<file path="config.mk">
export PLATFORM = sky130hd
export DESIGN_NAME = trapezoidal_velocity_profile_top
export DESIGN_NICKNAME = d
export VERILOG_FILES = /design/src/sv/tvp_pkg.sv /design/src/sv/trapezoidal_velocity_profile_top.sv /design/src/sv/tvp_alu.sv
export SDC_FILE = /design/constraint.sdc
export NUM_CORES = 2
export LEC_CHECK = 0
export BUFFER_PORTS_ARGS = -buffer_cell sky130_fd_sc_hd__buf_2
export CELL_PAD_IN_SITES_DETAIL_PLACEMENT = 1
export CELL_PAD_IN_SITES_GLOBAL_PLACEMENT = 2
export CORE_ASPECT_RATIO = 0.7
export CORE_MARGIN = 8
export CORE_UTILIZATION = 40
export DETAILED_ROUTE_END_ITERATION = 7
export PLACE_DENSITY_LB_ADDON = 0.1
export SLEW_MARGIN = 30
export SYNTH_ARGS = -nofsm -noshare
export SYNTH_HDL_FRONTEND = slang
export SYNTH_SLANG_ARGS = --single-unit
</file>
<file path="constraint.sdc">
create_clock -name clock -period 8.95 [get_ports clock]
set_input_delay 0 -clock clock [delete_from_list [all_inputs] [get_ports clock]]
set_output_delay 0 -clock clock [all_outputs]
set_load 0.1 [all_outputs]
</file>
<file path="src/sv/tvp_pkg.sv">
// Package for the trapezoidal velocity profile generator.
// Holds payload types, the fixed-point format and the shared unit's operation codes.
// No dependencies.
`default_nettype none
package tvp_pkg;

   localparam int FRAC_BITS = 16;
   localparam int TIME_W    = 48;
   localparam int MIN_Q     = ((1 << FRAC_BITS) + 999) / 1000;

   localparam logic [1:0] ALU_MUL  = 2'd0;
   localparam logic [1:0] ALU_DIV  = 2'd1;
   localparam logic [1:0] ALU_SQRT = 2'd2;

   typedef struct packed {
      logic              command;
      logic signed [31:0] start_position;
      logic signed [31:0] target_position;
      logic [15:0]        tick_length;
   } req_payload_type;

   typedef struct packed {
      logic signed [31:0] velocity;
      logic               done_res;
   } rsp_payload_type;

   typedef struct packed {
      logic       start;
      logic [1:0] op;
   } alu_ctl_type;

endpackage
`default_nettype wire

</file>
<file path="src/sv/trapezoidal_velocity_profile_top.sv">
// Top level of the trapezoidal velocity profile generator: sequencer and state.
// Depends on tvp_pkg and tvp_alu.
//
// Usage: an item on the req_ channel is either a plan (command 0) carrying the
// start and target positions, or a tick (command 1) carrying the tick length.
// A plan returns nothing; each tick returns one item on the rsp_ channel with the
// signed velocity at the current elapsed time and a done flag.
// The csr_ channel writes cruise speed, ramp times and epsilon by index; it is
// always ready and should only be used while the block is idle.
// All arithmetic runs on one shared bit-serial unit (one bit of a product or a
// quotient, or one root digit, per cycle).
// req_ready is high only while the sequencer is idle; one item is worked at a time.
// A finished tick result waits in the output register; if the receiver stalls
// while a later tick finishes, the sequencer holds that result until the slot frees.
// A plan may be accepted and worked while a result still waits.
// Synchronous reset clears the state, configuration and plan registers, so ticks report done.
`default_nettype none
module trapezoidal_velocity_profile_top (
   input  wire logic                     clock,
   input  wire logic                     reset,
   input  wire logic                     req_valid,
   output logic                          req_ready,
   input  wire tvp_pkg::req_payload_type req_payload,
   output logic                          rsp_valid,
   input  wire logic                     rsp_ready,
   output tvp_pkg::rsp_payload_type      rsp_payload,
   input  wire logic                     csr_valid,
   output logic                          csr_ready,
   input  wire logic [7:0]               csr_index,
   input  wire logic [31:0]              csr_data
);
   import tvp_pkg::*;

   localparam logic [3:0] S_IDLE = 4'd0;
   localparam logic [3:0] S_AR   = 4'd1;
   localparam logic [3:0] S_DR   = 4'd2;
   localparam logic [3:0] S_M1   = 4'd3;
   localparam logic [3:0] S_M2   = 4'd4;
   localparam logic [3:0] S_CMP  = 4'd5;
   localparam logic [3:0] S_CE   = 4'd6;
   localparam logic [3:0] S_TOT  = 4'd7;
   localparam logic [3:0] S_Q    = 4'd8;
   localparam logic [3:0] S_SQ   = 4'd9;
   localparam logic [3:0] S_V    = 4'd10;
   localparam logic [3:0] S_AE   = 4'd11;
   localparam logic [3:0] S_TT   = 4'd12;
   localparam logic [3:0] S_TICK = 4'd13;
   localparam logic [3:0] S_EMIT = 4'd14;

   localparam logic [1:0] DIR_NONE = 2'd0;
   localparam logic [1:0] DIR_POS  = 2'd1;
   localparam logic [1:0] DIR_NEG  = 2'd3;

   localparam logic [7:0] REG_CRUISE = 8'd0;
   localparam logic [7:0] REG_RAMPUP = 8'd1;
   localparam logic [7:0] REG_RAMPDN = 8'd2;
   localparam logic [7:0] REG_EPS    = 8'd3;

   localparam logic [TIME_W-1:0] T_MAX = '1;

   // Saturate a 49-bit time sum to 48 bits.
   function automatic logic [TIME_W-1:0] sat48(input logic [TIME_W:0] v);
      return v[TIME_W] ? T_MAX : v[TIME_W-1:0];
   endfunction

   logic [3:0]        state_ff, state_in;
   logic [30:0]       cruise_ff, cruise_in;
   logic [31:0]       ramp_up_ff, ramp_up_in;
   logic [31:0]       ramp_dn_ff, ramp_dn_in;
   logic [30:0]       eps_ff, eps_in;
   logic [TIME_W-1:0] et_ff, et_in;
   logic [1:0]        dir_ff, dir_in;
   logic [TIME_W-1:0] ar_ff, ar_in;
   logic [TIME_W-1:0] dr_ff, dr_in;
   logic [31:0]       peak_ff, peak_in;
   logic [TIME_W-1:0] aend_ff, aend_in;
   logic [TIME_W-1:0] cend_ff, cend_in;
   logic [TIME_W-1:0] total_ff, total_in;
   logic [32:0]       dist_ff, dist_in;
   logic [TIME_W-1:0] tmp_ff, tmp_in;
   logic [15:0]       tick_ff, tick_in;
   logic              adv_ff, adv_in;
   logic              fin_ff, fin_in;
   logic              phase_ff, phase_in;
   logic [31:0]       vel_ff, vel_in;
   logic              rsp_valid_ff, rsp_valid_in;
   rsp_payload_type   rsp_ff, rsp_in;
   alu_ctl_type       ctl_ff, ctl_in;
   logic [63:0]       opa_ff, opa_in;
   logic [63:0]       opb_ff, opb_in;

   logic [63:0] alu_result;
   logic        alu_ovf;
   logic        alu_done;

   // Clamped working copies of the configuration.
   logic [30:0] c_w;
   logic [31:0] ru_w;
   logic [31:0] rd_w;
   logic signed [32:0] diff_w;
   logic [32:0] absd_w;
   logic [TIME_W-1:0] prod_hi;
   logic [32:0] dleft;

   assign c_w  = (cruise_ff > 31'(MIN_Q)) ? cruise_ff : 31'(MIN_Q);
   assign ru_w = (ramp_up_ff > 32'(MIN_Q)) ? ramp_up_ff : 32'(MIN_Q);
   assign rd_w = (ramp_dn_ff > 32'(MIN_Q)) ? ramp_dn_ff : 32'(MIN_Q);
   assign diff_w = 33'(req_payload.target_position) - 33'(req_payload.start_position);
   assign absd_w = diff_w[32] ? 33'(-diff_w) : 33'(diff_w);
   assign prod_hi = alu_result[FRAC_BITS +: TIME_W];
   assign dleft = dist_ff - tmp_ff[32:0];

   assign req_ready   = (state_ff == S_IDLE);
   assign csr_ready   = 1'b1;
   assign rsp_valid   = rsp_valid_ff;
   assign rsp_payload = rsp_ff;

   tvp_alu u_alu (
      .clock    (clock),
      .reset    (reset),
      .ctl      (ctl_ff),
      .opa      (opa_ff),
      .opb      (opb_ff),
      .result   (alu_result),
      .overflow (alu_ovf),
      .done     (alu_done)
   );

   always_comb begin
      state_in     = state_ff;
      cruise_in    = cruise_ff;
      ramp_up_in   = ramp_up_ff;
      ramp_dn_in   = ramp_dn_ff;
      eps_in       = eps_ff;
      et_in        = et_ff;
      dir_in       = dir_ff;
      ar_in        = ar_ff;
      dr_in        = dr_ff;
      peak_in      = peak_ff;
      aend_in      = aend_ff;
      cend_in      = cend_ff;
      total_in     = total_ff;
      dist_in      = dist_ff;
      tmp_in       = tmp_ff;
      tick_in      = tick_ff;
      adv_in       = adv_ff;
      fin_in       = fin_ff;
      phase_in     = phase_ff;
      vel_in       = vel_ff;
      rsp_valid_in = rsp_valid_ff;
      rsp_in       = rsp_ff;
      ctl_in       = '{start: 1'b0, op: ctl_ff.op};
      opa_in       = opa_ff;
      opb_in       = opb_ff;

      if (csr_valid) begin
         unique case (csr_index)
            REG_CRUISE: cruise_in  = csr_data[30:0];
            REG_RAMPUP: ramp_up_in = csr_data;
            REG_RAMPDN: ramp_dn_in = csr_data;
            REG_EPS:    eps_in     = csr_data[30:0];
            default:    cruise_in  = cruise_ff;
         endcase
      end

      if (rsp_valid_ff && rsp_ready) rsp_valid_in = 1'b0;

      unique case (state_ff)
         S_IDLE: begin
            if (req_valid) begin
               if (!req_payload.command) begin
                  et_in   = '0;
                  dist_in = absd_w;
                  if (absd_w < {2'b00, eps_ff}) begin
                     dir_in   = DIR_NONE;
                     ar_in    = '0;
                     dr_in    = '0;
                     peak_in  = '0;
                     aend_in  = '0;
                     cend_in  = '0;
                     total_in = '0;
                  end else begin
                     dir_in   = (diff_w > 0) ? DIR_POS : DIR_NEG;
                     ctl_in   = '{start: 1'b1, op: ALU_DIV};
                     opa_in   = {17'b0, c_w, 16'b0};
                     opb_in   = {32'b0, ru_w};
                     state_in = S_AR;
                  end
               end else begin
                  tick_in = req_payload.tick_length;
                  if (dir_ff == DIR_NONE || et_ff >= total_ff) begin
                     fin_in   = 1'b1;
                     adv_in   = 1'b0;
                     vel_in   = '0;
                     state_in = S_EMIT;
                  end else if (et_ff < aend_ff) begin
                     fin_in   = 1'b0;
                     phase_in = 1'b0;
                     ctl_in   = '{start: 1'b1, op: ALU_MUL};
                     opa_in   = {16'b0, ar_ff};
                     opb_in   = {16'b0, et_ff};
                     state_in = S_TICK;
                  end else if (et_ff < cend_ff) begin
                     fin_in   = 1'b0;
                     adv_in   = 1'b1;
                     vel_in   = peak_ff;
                     state_in = S_EMIT;
                  end else begin
                     fin_in   = 1'b0;
                     phase_in = 1'b1;
                     ctl_in   = '{start: 1'b1, op: ALU_MUL};
                     opa_in   = {16'b0, dr_ff};
                     opb_in   = {16'b0, et_ff - cend_ff};
                     state_in = S_TICK;
                  end
               end
            end
         end
         S_AR: begin
            if (alu_done) begin
               ar_in    = (alu_result == '0) ? TIME_W'(1) : alu_result[TIME_W-1:0];
               ctl_in   = '{start: 1'b1, op: ALU_DIV};
               opa_in   = {17'b0, c_w, 16'b0};
               opb_in   = {32'b0, rd_w};
               state_in = S_DR;
            end
         end
         S_DR: begin
            if (alu_done) begin
               dr_in    = (alu_result == '0) ? TIME_W'(1) : alu_result[TIME_W-1:0];
               ctl_in   = '{start: 1'b1, op: ALU_MUL};
               opa_in   = {33'b0, c_w};
               opb_in   = {32'b0, ru_w};
               state_in = S_M1;
            end
         end
         S_M1: begin
            if (alu_done) begin
               tmp_in   = {1'b0, alu_result[63:17]};
               ctl_in   = '{start: 1'b1, op: ALU_MUL};
               opa_in   = {33'b0, c_w};
               opb_in   = {32'b0, rd_w};
               state_in = S_M2;
            end
         end
         S_M2: begin
            // The minimum distance for a full trapezoid.
            if (alu_done) begin
               tmp_in   = tmp_ff + {1'b0, alu_result[63:17]};
               state_in = S_CMP;
            end
         end
         S_CMP: begin
            if ({15'b0, dist_ff} >= tmp_ff) begin
               peak_in  = {1'b0, c_w};
               aend_in  = {16'b0, ru_w};
               ctl_in   = '{start: 1'b1, op: ALU_DIV};
               opa_in   = {15'b0, dleft, 16'b0};
               opb_in   = {33'b0, c_w};
               state_in = S_CE;
            end else begin
               ctl_in   = '{start: 1'b1, op: ALU_DIV};
               opa_in   = {14'b0, dist_ff, 17'b0};
               opb_in   = {31'b0, 33'({1'b0, ru_w} + {1'b0, rd_w})};
               state_in = S_Q;
            end
         end
         S_CE: begin
            if (alu_done) begin
               cend_in  = sat48({17'b0, ru_w} + {1'b0, alu_result[TIME_W-1:0]});
               state_in = S_TOT;
            end
         end
         S_TOT: begin
            total_in = sat48({1'b0, cend_ff} + {17'b0, rd_w});
            state_in = S_IDLE;
         end
         S_Q: begin
            // Triangle: the peak is sqrt(q * c), with q capped at c.
            if (alu_done) begin
               ctl_in   = '{start: 1'b1, op: ALU_MUL};
               opa_in   = (alu_result > {33'b0, c_w}) ? {33'b0, c_w} : alu_result;
               opb_in   = {33'b0, c_w};
               state_in = S_SQ;
            end
         end
         S_SQ: begin
            if (alu_done) begin
               ctl_in   = '{start: 1'b1, op: ALU_SQRT};
               opa_in   = alu_result;
               state_in = S_V;
            end
         end
         S_V: begin
            if (alu_done) begin
               peak_in  = (alu_result > {33'b0, c_w}) ? {1'b0, c_w} : alu_result[31:0];
               ctl_in   = '{start: 1'b1, op: ALU_DIV};
               opa_in   = {16'b0, ((alu_result > {33'b0, c_w}) ? {1'b0, c_w} :
                                   alu_result[31:0]), 16'b0};
               opb_in   = {16'b0, ar_ff};
               state_in = S_AE;
            end
         end
         S_AE: begin
            if (alu_done) begin
               aend_in  = (alu_result[63:TIME_W] != '0) ? T_MAX : alu_result[TIME_W-1:0];
               cend_in  = (alu_result[63:TIME_W] != '0) ? T_MAX : alu_result[TIME_W-1:0];
               ctl_in   = '{start: 1'b1, op: ALU_DIV};
               opa_in   = {16'b0, peak_ff, 16'b0};
               opb_in   = {16'b0, dr_ff};
               state_in = S_TT;
            end
         end
         S_TT: begin
            if (alu_done) begin
               total_in = sat48({1'b0, aend_ff} + {1'b0, alu_result[TIME_W-1:0]});
               state_in = S_IDLE;
            end
         end
         S_TICK: begin
            if (alu_done) begin
               adv_in = 1'b1;
               if (!phase_ff) begin
                  vel_in = (prod_hi > {16'b0, peak_ff}) ? peak_ff : prod_hi[31:0];
               end else begin
                  // A decrement too large for 64 bits brings the speed to zero.
                  vel_in = (alu_ovf || prod_hi >= {16'b0, peak_ff}) ? 32'd0 :
                           peak_ff - prod_hi[31:0];
               end
               state_in = S_EMIT;
            end
         end
         S_EMIT: begin
            if (!rsp_valid_ff || rsp_ready) begin
               rsp_valid_in         = 1'b1;
               rsp_in.velocity      = (dir_ff == DIR_NEG) ? -$signed(vel_ff) : $signed(vel_ff);
               rsp_in.done_res      = fin_ff;
               if (adv_ff) et_in    = sat48({1'b0, et_ff} + {33'b0, tick_ff});
               state_in             = S_IDLE;
            end
         end
         default: state_in = S_IDLE;
      endcase
   end

   always_ff @(posedge clock) begin
      if (reset) begin
         state_ff     <= S_IDLE;
         cruise_ff    <= '0;
         ramp_up_ff   <= '0;
         ramp_dn_ff   <= '0;
         eps_ff       <= '0;
         et_ff        <= '0;
         dir_ff       <= DIR_NONE;
         ar_ff        <= '0;
         dr_ff        <= '0;
         peak_ff      <= '0;
         aend_ff      <= '0;
         cend_ff      <= '0;
         total_ff     <= '0;
         rsp_valid_ff <= 1'b0;
         ctl_ff       <= '{start: 1'b0, op: ALU_MUL};
      end else begin
         state_ff     <= state_in;
         cruise_ff    <= cruise_in;
         ramp_up_ff   <= ramp_up_in;
         ramp_dn_ff   <= ramp_dn_in;
         eps_ff       <= eps_in;
         et_ff        <= et_in;
         dir_ff       <= dir_in;
         ar_ff        <= ar_in;
         dr_ff        <= dr_in;
         peak_ff      <= peak_in;
         aend_ff      <= aend_in;
         cend_ff      <= cend_in;
         total_ff     <= total_in;
         rsp_valid_ff <= rsp_valid_in;
         ctl_ff       <= ctl_in;
      end
      dist_ff  <= dist_in;
      tmp_ff   <= tmp_in;
      tick_ff  <= tick_in;
      adv_ff   <= adv_in;
      fin_ff   <= fin_in;
      phase_ff <= phase_in;
      vel_ff   <= vel_in;
      rsp_ff   <= rsp_in;
      opa_ff   <= opa_in;
      opb_ff   <= opb_in;
   end

endmodule
`default_nettype wire

</file>
<file path="src/sv/tvp_alu.sv">
// Shared radix-2 arithmetic unit: shift-add multiply, restoring divide, integer square root.
// Depends on tvp_pkg.
`default_nettype none
module tvp_alu (
   input  wire logic               clock,
   input  wire logic               reset,
   input  wire tvp_pkg::alu_ctl_type ctl,
   input  wire logic [63:0]        opa,
   input  wire logic [63:0]        opb,
   output logic [63:0]             result,
   output logic                    overflow,
   output logic                    done
);
   import tvp_pkg::*;

   logic [1:0]  op_ff, op_in;
   logic        busy_ff, busy_in;
   logic        done_ff, done_in;
   logic [6:0]  cnt_ff, cnt_in;
   logic [63:0] a_ff, a_in;
   logic [63:0] b_ff, b_in;
   logic [63:0] acc_ff, acc_in;
   logic [48:0] rem_ff, rem_in;
   logic        ovf_ff, ovf_in;
   logic        lost_ff, lost_in;
   logic [48:0] trial;
   logic [48:0] part;
   logic [64:0] sum;

   assign result   = acc_ff;
   assign overflow = ovf_ff;
   assign done     = done_ff;

   always_comb begin
      op_in   = op_ff;
      busy_in = busy_ff;
      done_in = 1'b0;
      cnt_in  = cnt_ff;
      a_in    = a_ff;
      b_in    = b_ff;
      acc_in  = acc_ff;
      rem_in  = rem_ff;
      ovf_in  = ovf_ff;
      lost_in = lost_ff;
      part    = '0;
      trial   = '0;
      sum     = '0;
      if (ctl.start) begin
         op_in   = ctl.op;
         busy_in = 1'b1;
         a_in    = opa;
         b_in    = opb;
         acc_in  = '0;
         rem_in  = '0;
         ovf_in  = 1'b0;
         lost_in = 1'b0;
         unique case (ctl.op)
            ALU_MUL:  cnt_in = 7'd48;
            ALU_DIV:  cnt_in = 7'd64;
            ALU_SQRT: cnt_in = 7'd32;
            default:  cnt_in = 7'd1;
         endcase
      end else if (busy_ff) begin
         unique case (op_ff)
            ALU_MUL: begin
               // The product overflows 64 bits if an addition carries out or if a
               // partial product that has already lost high bits is added.
               sum = {1'b0, acc_ff} + {1'b0, a_ff};
               if (b_ff[0]) begin
                  acc_in = sum[63:0];
                  if (sum[64] || lost_ff) ovf_in = 1'b1;
               end
               lost_in = lost_ff | a_ff[63];
               a_in = {a_ff[62:0], 1'b0};
               b_in = {1'b0, b_ff[63:1]};
            end
            ALU_DIV: begin
               part  = {rem_ff[47:0], a_ff[63]};
               trial = b_ff[48:0];
               a_in  = {a_ff[62:0], 1'b0};
               if (part >= trial) begin
                  rem_in = part - trial;
                  acc_in = {acc_ff[62:0], 1'b1};
               end else begin
                  rem_in = part;
                  acc_in = {acc_ff[62:0], 1'b0};
               end
            end
            ALU_SQRT: begin
               part  = {rem_ff[46:0], a_ff[63:62]};
               trial = {acc_ff[46:0], 2'b01};
               a_in  = {a_ff[61:0], 2'b00};
               if (part >= trial) begin
                  rem_in = part - trial;
                  acc_in = {acc_ff[62:0], 1'b1};
               end else begin
                  rem_in = part;
                  acc_in = {acc_ff[62:0], 1'b0};
               end
            end
            default: acc_in = acc_ff;
         endcase
         cnt_in = cnt_ff - 7'd1;
         if (cnt_ff == 7'd1) begin
            busy_in = 1'b0;
            done_in = 1'b1;
         end
      end
   end

   always_ff @(posedge clock) begin
      if (reset) begin
         busy_ff <= 1'b0;
         done_ff <= 1'b0;
         op_ff   <= ALU_MUL;
         cnt_ff  <= '0;
      end else begin
         busy_ff <= busy_in;
         done_ff <= done_in;
         op_ff   <= op_in;
         cnt_ff  <= cnt_in;
      end
      a_ff    <= a_in;
      b_ff    <= b_in;
      acc_ff  <= acc_in;
      rem_ff  <= rem_in;
      ovf_ff  <= ovf_in;
      lost_ff <= lost_in;
   end

endmodule
`default_nettype wire

</file>
---- Yosys cells after proc, flatten, opt, wreduce, memory -nomap -nowiden ----
Index checks and enable logic that the tools add are counted.
cells by class
  $add $sub $neg .......................... 16
  $lt $le $gt $ge ......................... 14
  equal/unequal tests ..................... 52
  muxes and demuxes ....................... 140
  bitwise gates (word level) .............. 4
  reduce and logical (&&, ||, !) cells .... 63
operators by type and width
  operator             count
  $mux 64              29
  $mux 48              22
  $mux 32              18
  $pmux 64 s8          1
  $pmux 48 s2          5
  $pmux 64 s7          1
  $pmux 48 s3          3
  $pmux 64 s3          1
  $sub 48x48->48       3
  $pmux 64 s2          1
  $ge 49x49->1         2
  $lt 48x48->1         2
  $pmux 32 s3          1
  $mux 33              2
  $add 64x64->65       1
  $gt 32x7->1 const B  2
  $gt 64x31->1         1
  $logic_not 64->1     1
  $mux 4               16
  $pmux 32 s2          1
  $pmux 4 s14          1
  $mux 50              1
  $add 32x48->49       1
  $add 48x16->49       1
  64 further kinds     172
storage, ports and cells
  register bits ........................... 1002
  bits of input ports ..................... 126
  output and inout bits ................... 36
  logic and storage cells ................. 326

---- Longest topological paths before layout ----
  word-level depth ........................ 8
  mapped depth ............................ 31
  gate-level depth less buffers ........... 28

---- Hierarchy ----
A second synthesis with hierarchy kept.
second synthesis, totals
  cell total of the unflattened synthesis .. 10202
  area, all modules ....................... 80937.6 um^2
modules (own cells, without submodules)
  module                            times used  cells each  area each (um^2)  seq. area each (um^2)
  trapezoidal_velocity_profile_top  1           7514        59228.1           17446.7
  tvp_alu                           1           2688        21709.6           6346.1

---- Worst setup path before layout ----
No wires, ideal clock.
  kind .................................... input -> register
  start ................................... in req_payload[16] (netlist name)
  end ..................................... reg opb_ff[0] (enable)
  library setup time ...................... 454 ps
  arrival time ............................ 6958 ps
  required time ........................... 8496 ps
  path slack .............................. 1539 ps
  stages .................................. 24
  path buffers ............................ 1
  cell sequence ........................... inv_1 ha_1 fa_1 nand2b_1 a211oi_1 nor2_1 nand4_1 nand3_1 or2_2 or4_1 nor3_1 nand2_2 o41ai_1 xnor2_1 ha_1 nand4_1 nor4_1 o2111ai_1 a21oi_1 o22a_1 buf_1 nor3_1 o2bb2ai_1 nor2_1
on the way
  longest elaborated chain between the ends .. 6
RTL lines
  item                                    RTL line                                 source
  from (decl)                             trapezoidal_velocity_profile_top.sv:23   input wire tvp_pkg::req_payload_type req_payload,
  $sub 32x32->33 (*)                      trapezoidal_velocity_profile_top.sv:108  assign diff_w = 33'(req_payload.target_position) - 33'(req_payload.start_position);
  $neg 33->33                             trapezoidal_velocity_profile_top.sv:109  assign absd_w = diff_w[32] ? 33'(-diff_w) : 33'(diff_w);
  $mux 33 (*)                             trapezoidal_velocity_profile_top.sv:109
  via absd_w[27]                          trapezoidal_velocity_profile_top.sv:101  logic [32:0] absd_w;
  $lt 33x31->1 (*)                        trapezoidal_velocity_profile_top.sv:174  if (absd_w < {2'b00, eps_ff}) begin
  $ne 3x3->1 (no source line) (*)         -
  $reduce_and 10->1 (no source line) (*)  -
  to (signal assigned)                    trapezoidal_velocity_profile_top.sv:389  opb_ff <= opb_in;
  to (decl)                               trapezoidal_velocity_profile_top.sv:90   logic [63:0] opb_ff, opb_in;
The timed path passes the listed nets; every way through them passes the cells marked *.
A chain may end at the register's enable or synchronous reset.

---- Worst setup path in the final report ----
  start ................................... in req_payload[48] (netlist name)
  end ..................................... reg opa_ff[62] (enable)
on the way
  longest elaborated chain between the ends .. 6
RTL lines
  item                                    RTL line                                 source
  $sub 32x32->33 (*)                      trapezoidal_velocity_profile_top.sv:108
  $neg 33->33                             trapezoidal_velocity_profile_top.sv:109
  $mux 33 (*)                             trapezoidal_velocity_profile_top.sv:109
  via absd_w[27]                          trapezoidal_velocity_profile_top.sv:101
  $lt 33x31->1 (*)                        trapezoidal_velocity_profile_top.sv:174
  $ne 3x3->1 (no source line) (*)         -
  $reduce_and 11->1 (no source line) (*)  -
  to (signal assigned)                    trapezoidal_velocity_profile_top.sv:388  opa_ff <= opa_in;
  to (decl)                               trapezoidal_velocity_profile_top.sv:89   logic [63:0] opa_ff, opa_in;
Marked as above.

==> results.py <==
metrics = {
    "outcome": {
        "status": "complete, but fails checks",
        "violations": "design-rule violations",
    },
    "finish": {
        "utilization": 0.445,
        "drive_gt1_frac": 0.0837,
        "nNetsFinal": 10400,
        "area_delta_synth_final_pct": 11.1,
        "multi_input_area_sq_mm": 0.0497,
        "fill_cells": 23000,
        "register_area_sq_mm": 0.0233,
    },
    "sta": {
        "fin_crit_sh": 0.855,
        "relSlewSlack": 0.132,
        "fin_crit_ns": 7.65,
        "finalSetupViolCount": 0,
        "clock.fmax_mhz": 131,
        "fin_ws_ns": 1.30,
        "hold_viol_final": 0,
        "rsz0062_at_grt": "false",
        "fin_setup_tns_ns": 0,
        "slew_viol_final": 0,
        "worst_pin_slew_ns": 1.30,
        "fin_skew_ns": 0.0283,
    },
    "worst_setup_path": {
        "path_max_fanout": 48,
        "crit_required_ns": 9.37,
        "timing_worst_setup_path_type": "input port to flip-flop",
        "start_kind": "input port",
        "setup.worst_path.end_class": "flip-flop",
        "cp.arrival_ns": 8.07,
    },
    "routing": {
        "num_vias": 78200,
        "postRouteAntennaNets": 0,
        "viasPerCell": 6.41,
        "drtIter0Drc": 9048,
        "wl_um": 378000,
        "drc": 10,
        "first_pass_iters": 8,
        "wl_per_cell_um": 30.9,
    },
    "clock_tree": {
        "htreeDepth": 3,
        "ctsResizeCount": 0,
        "cts_tree": "done",
        "cts.sinks": 970,
        "cts_buffers": 112,
        "cts_root_buf": "clkbuf_16",
        "cts.path.max_buffers": 3,
        "clk_pin_slew_worst_paths_ns": 0.06,
        "clk_latency_ns": 0.78,
    },
    "die": {
        "rows": 135,
        "io_pins": 162,
        "die_h_um": 384,
        "die_area_sq_mm": 0.207,
        "die_w_um": 541,
        "start_util": 0.401,
        "coreArea_sq_mm": 0.193,
    },
    "placed_design": {
        "pre_cts_ws_ns": 1.21,
        "port_buffers": 160,
        "routabilityCongestion": 0.983,
        "place_hpwl_um": 290000,
    },
    "power": {
        "p_total_mw": 26.4,
        "p_leak_nw": 35.1,
        "power_density_mw_per_mm2": 308,
        "ir_drop_mv": 0.173,
    },
    "global_routing": {
        "grt.overflow.total": 0,
        "antenna_found_initial": 35,
        "grt_pass1_wl_um": 541000,
        "grt_usage": 0.347,
        "grt_max_degree": 189,
        "grt_pass1_vias": 75600,
    },
    "min_path": {
        "hp-class": "input port to flip-flop",
    },
    "synthesis": {
        "ys_ff_latch": 970,
        "ys.flop_type": "dfxtp_1",
        "yosys.area.top_type": "edfxtp_1",
        "syn_area_sq_mm": 0.0772,
        "synth.avg_cell_area_sq_um": 8.07,
        "synth_area_leaders": "edfxtp_1 (15%), dfxtp_1 (15%), ha_1 (11%)",
        "yosysWarningCount": 0,
        "syn_inst": 9565,
        "synth_nets": 10400,
        "synth-edff-count": 389,
        "ys_seq_area_frac": 0.302,
        "synth_top_area_frac": 0.151,
        "yosysUniqueCellTypes": 101,
        "async_flop_share": 0,
    },
    "run": {
        "maxCapViolCount": 0,
    },
}
[synth_stat cells (46+ instances only)]
master and count:
a211oi_1 167, a211oi_2 51, a21o_1 364, a21oi_1 1018, a221oi_1 61, a22o_1 106, a22oi_1 82, a31oi_1 96
and2_1 55, and3_1 88, clkbuf_1 519, dfxtp_1 581, edfxtp_1 389, ha_1 707, inv_1 552, mux2i_1 130
nand2_1 1041, nand2b_1 105, nand3_1 182, nand4_1 90, nor2_1 704, nor2b_1 103, nor3_1 112, nor4_1 66
o211ai_1 124, o21a_1 72, o21ai_0 740, o21bai_1 63, o31ai_1 46, xnor2_1 288, xor2_1 224
[power breakdown]
group	switching (mW)	internal, mW	leakage (nW)	total, mW
combinational	9.63	4.84	24.9	14.5
sequential	1.02	5.84	8.35	6.86
clock	2.20	2.87	1.87	5.08
total	12.9	13.6	35.1	26.4
[registers in the layout, summed over array words and instances (netlist names), 48 cells and up]
| signal | cells |
|---|---|
| opa_ff | 64 |
| u_alu.a_ff | 64 |
| u_alu.result | 64 |
| aend_ff | 48 |
| ar_ff | 48 |
| cend_ff | 48 |
| dr_ff | 48 |
| et_ff | 48 |
| opb_ff | 48 |
| tmp_ff | 48 |
| total_ff | 48 |
| u_alu.b_ff | 48 |
| u_alu.rem_ff | 48 |
[kinds of logic (layout without fill, tap and decap cells)]
kind of cell / count (synthesis) / after routing / synth area share
AO/OA/AOI/OAI: 3370 / 3370 / 0.285
XOR/XNOR: 512 / 512 / 0.0581
adder cells (fa/ha/maj): 719 / 719 / 0.118
buffers and inverters: 1143 / 1246 / 0.0577
flip-flops: 970 / 970 / 0.302
multiplexers: 152 / 152 / 0.0201
other: 1 / 6 / 0.0000486
AND/OR/NAND/NOR: 2698 / 2698 / 0.159
[per-stage QoR]
step                cells  hold WS, ns  cell area (sq um)
finish              12200       0.0445              85700
CTS                 12200      0.00467              85700
global placement    11900        0.176              80900
floorplan            9565       0.0989              77200
detailed placement  11900        0.179              80900
global route        12200       0.0689              85700
[critical path, stage by stage]
cell,delay (ns)
dlygate4sd3_1,0.53
buf_2,0.12
ha_1,0.19
fa_1,0.40
nand2b_1,0.20
a211oi_1,0.32
nor2_1,0.17
nand4_1,0.12
nand3_1,0.12
or2_2,0.36
or4_1,0.61
nor3_1,0.42
nand2_2,0.17
o41ai_1,0.46
xnor2_1,0.15
ha_1,0.33
nand4_1,0.13
nor4_1,0.44
o2111ai_1,0.19
a21oi_1,0.16
o22a_1,0.80
nor3_1,0.17
o2bb2ai_1,0.26
or2_1,0.37
inv_2,0.43
buf_12,0.36
[cells in the final DEF, fill, tap and decap left out, types with 101 or more instances in the layout]
cell / count
dfxtp_1: 579
buf_4: 225
nor3_1: 107
clkbuf_16: 114
o21ai_0: 735
nand2b_1: 104
mux2i_1: 129
inv_1: 549
nand3_1: 182
nand2_1: 1038
a21o_1: 363
edfxtp_1: 389
nor2b_1: 101
buf_2: 162
xnor2_1: 288
a21oi_1: 1013
ha_1: 706
o211ai_1: 124
nor2_1: 694
a211oi_1: 166
xor2_1: 224
a22o_1: 106
[cell type report]
cell class,count,share of cell area
multi-input cells,7452,0.580
flip-flops and latches,970,0.272
repair buffers,481,0.0410
well taps,2534,0.0370
clock buffers,141,0.0354
inverters,553,0.0242
clock inverters,71,0.0100
diodes,5,0.000146
[routing by layer]
layer,vias to the layer above,routed length [um],part of all wire,GRT usage
met4,6,13700,0.036,0.108
li1,34900,-,-,-
met2,3531,144000,0.38,0.475
met1,39200,176000,0.47,0.515
met3,633,43300,0.11,0.105
met5,-,37,0.000098,0
[final timing paths]
kind | start | endpoint | slack, ns | cells after the start
worst min-delay path | req_payload[30] | dist_ff[14]$_DFFE_PP_ | 0.04 | 4
worst min register to register | fin_ff$_DFFE_PP_ | rsp_payload[0]$_DFFE_PP_ | 0.43 | 0
worst max register to register | ramp_up_ff[9]$_SDFFE_PP0P_ | cend_ff[17]$_SDFFE_PP0P_ | 1.40 | 21
worst max-delay path | req_payload[48] | opa_ff[62]$_DFFE_PP_ | 1.30 | 26
[repair_timing]
item                                    in CTS  in global routing
hold buffers                                84                  0
buffers inserted                             0                  0
hold endpoints to repair                   187                  0
endpoints found under the setup margin       0                  0
Power figures use the tool's default switching activity.
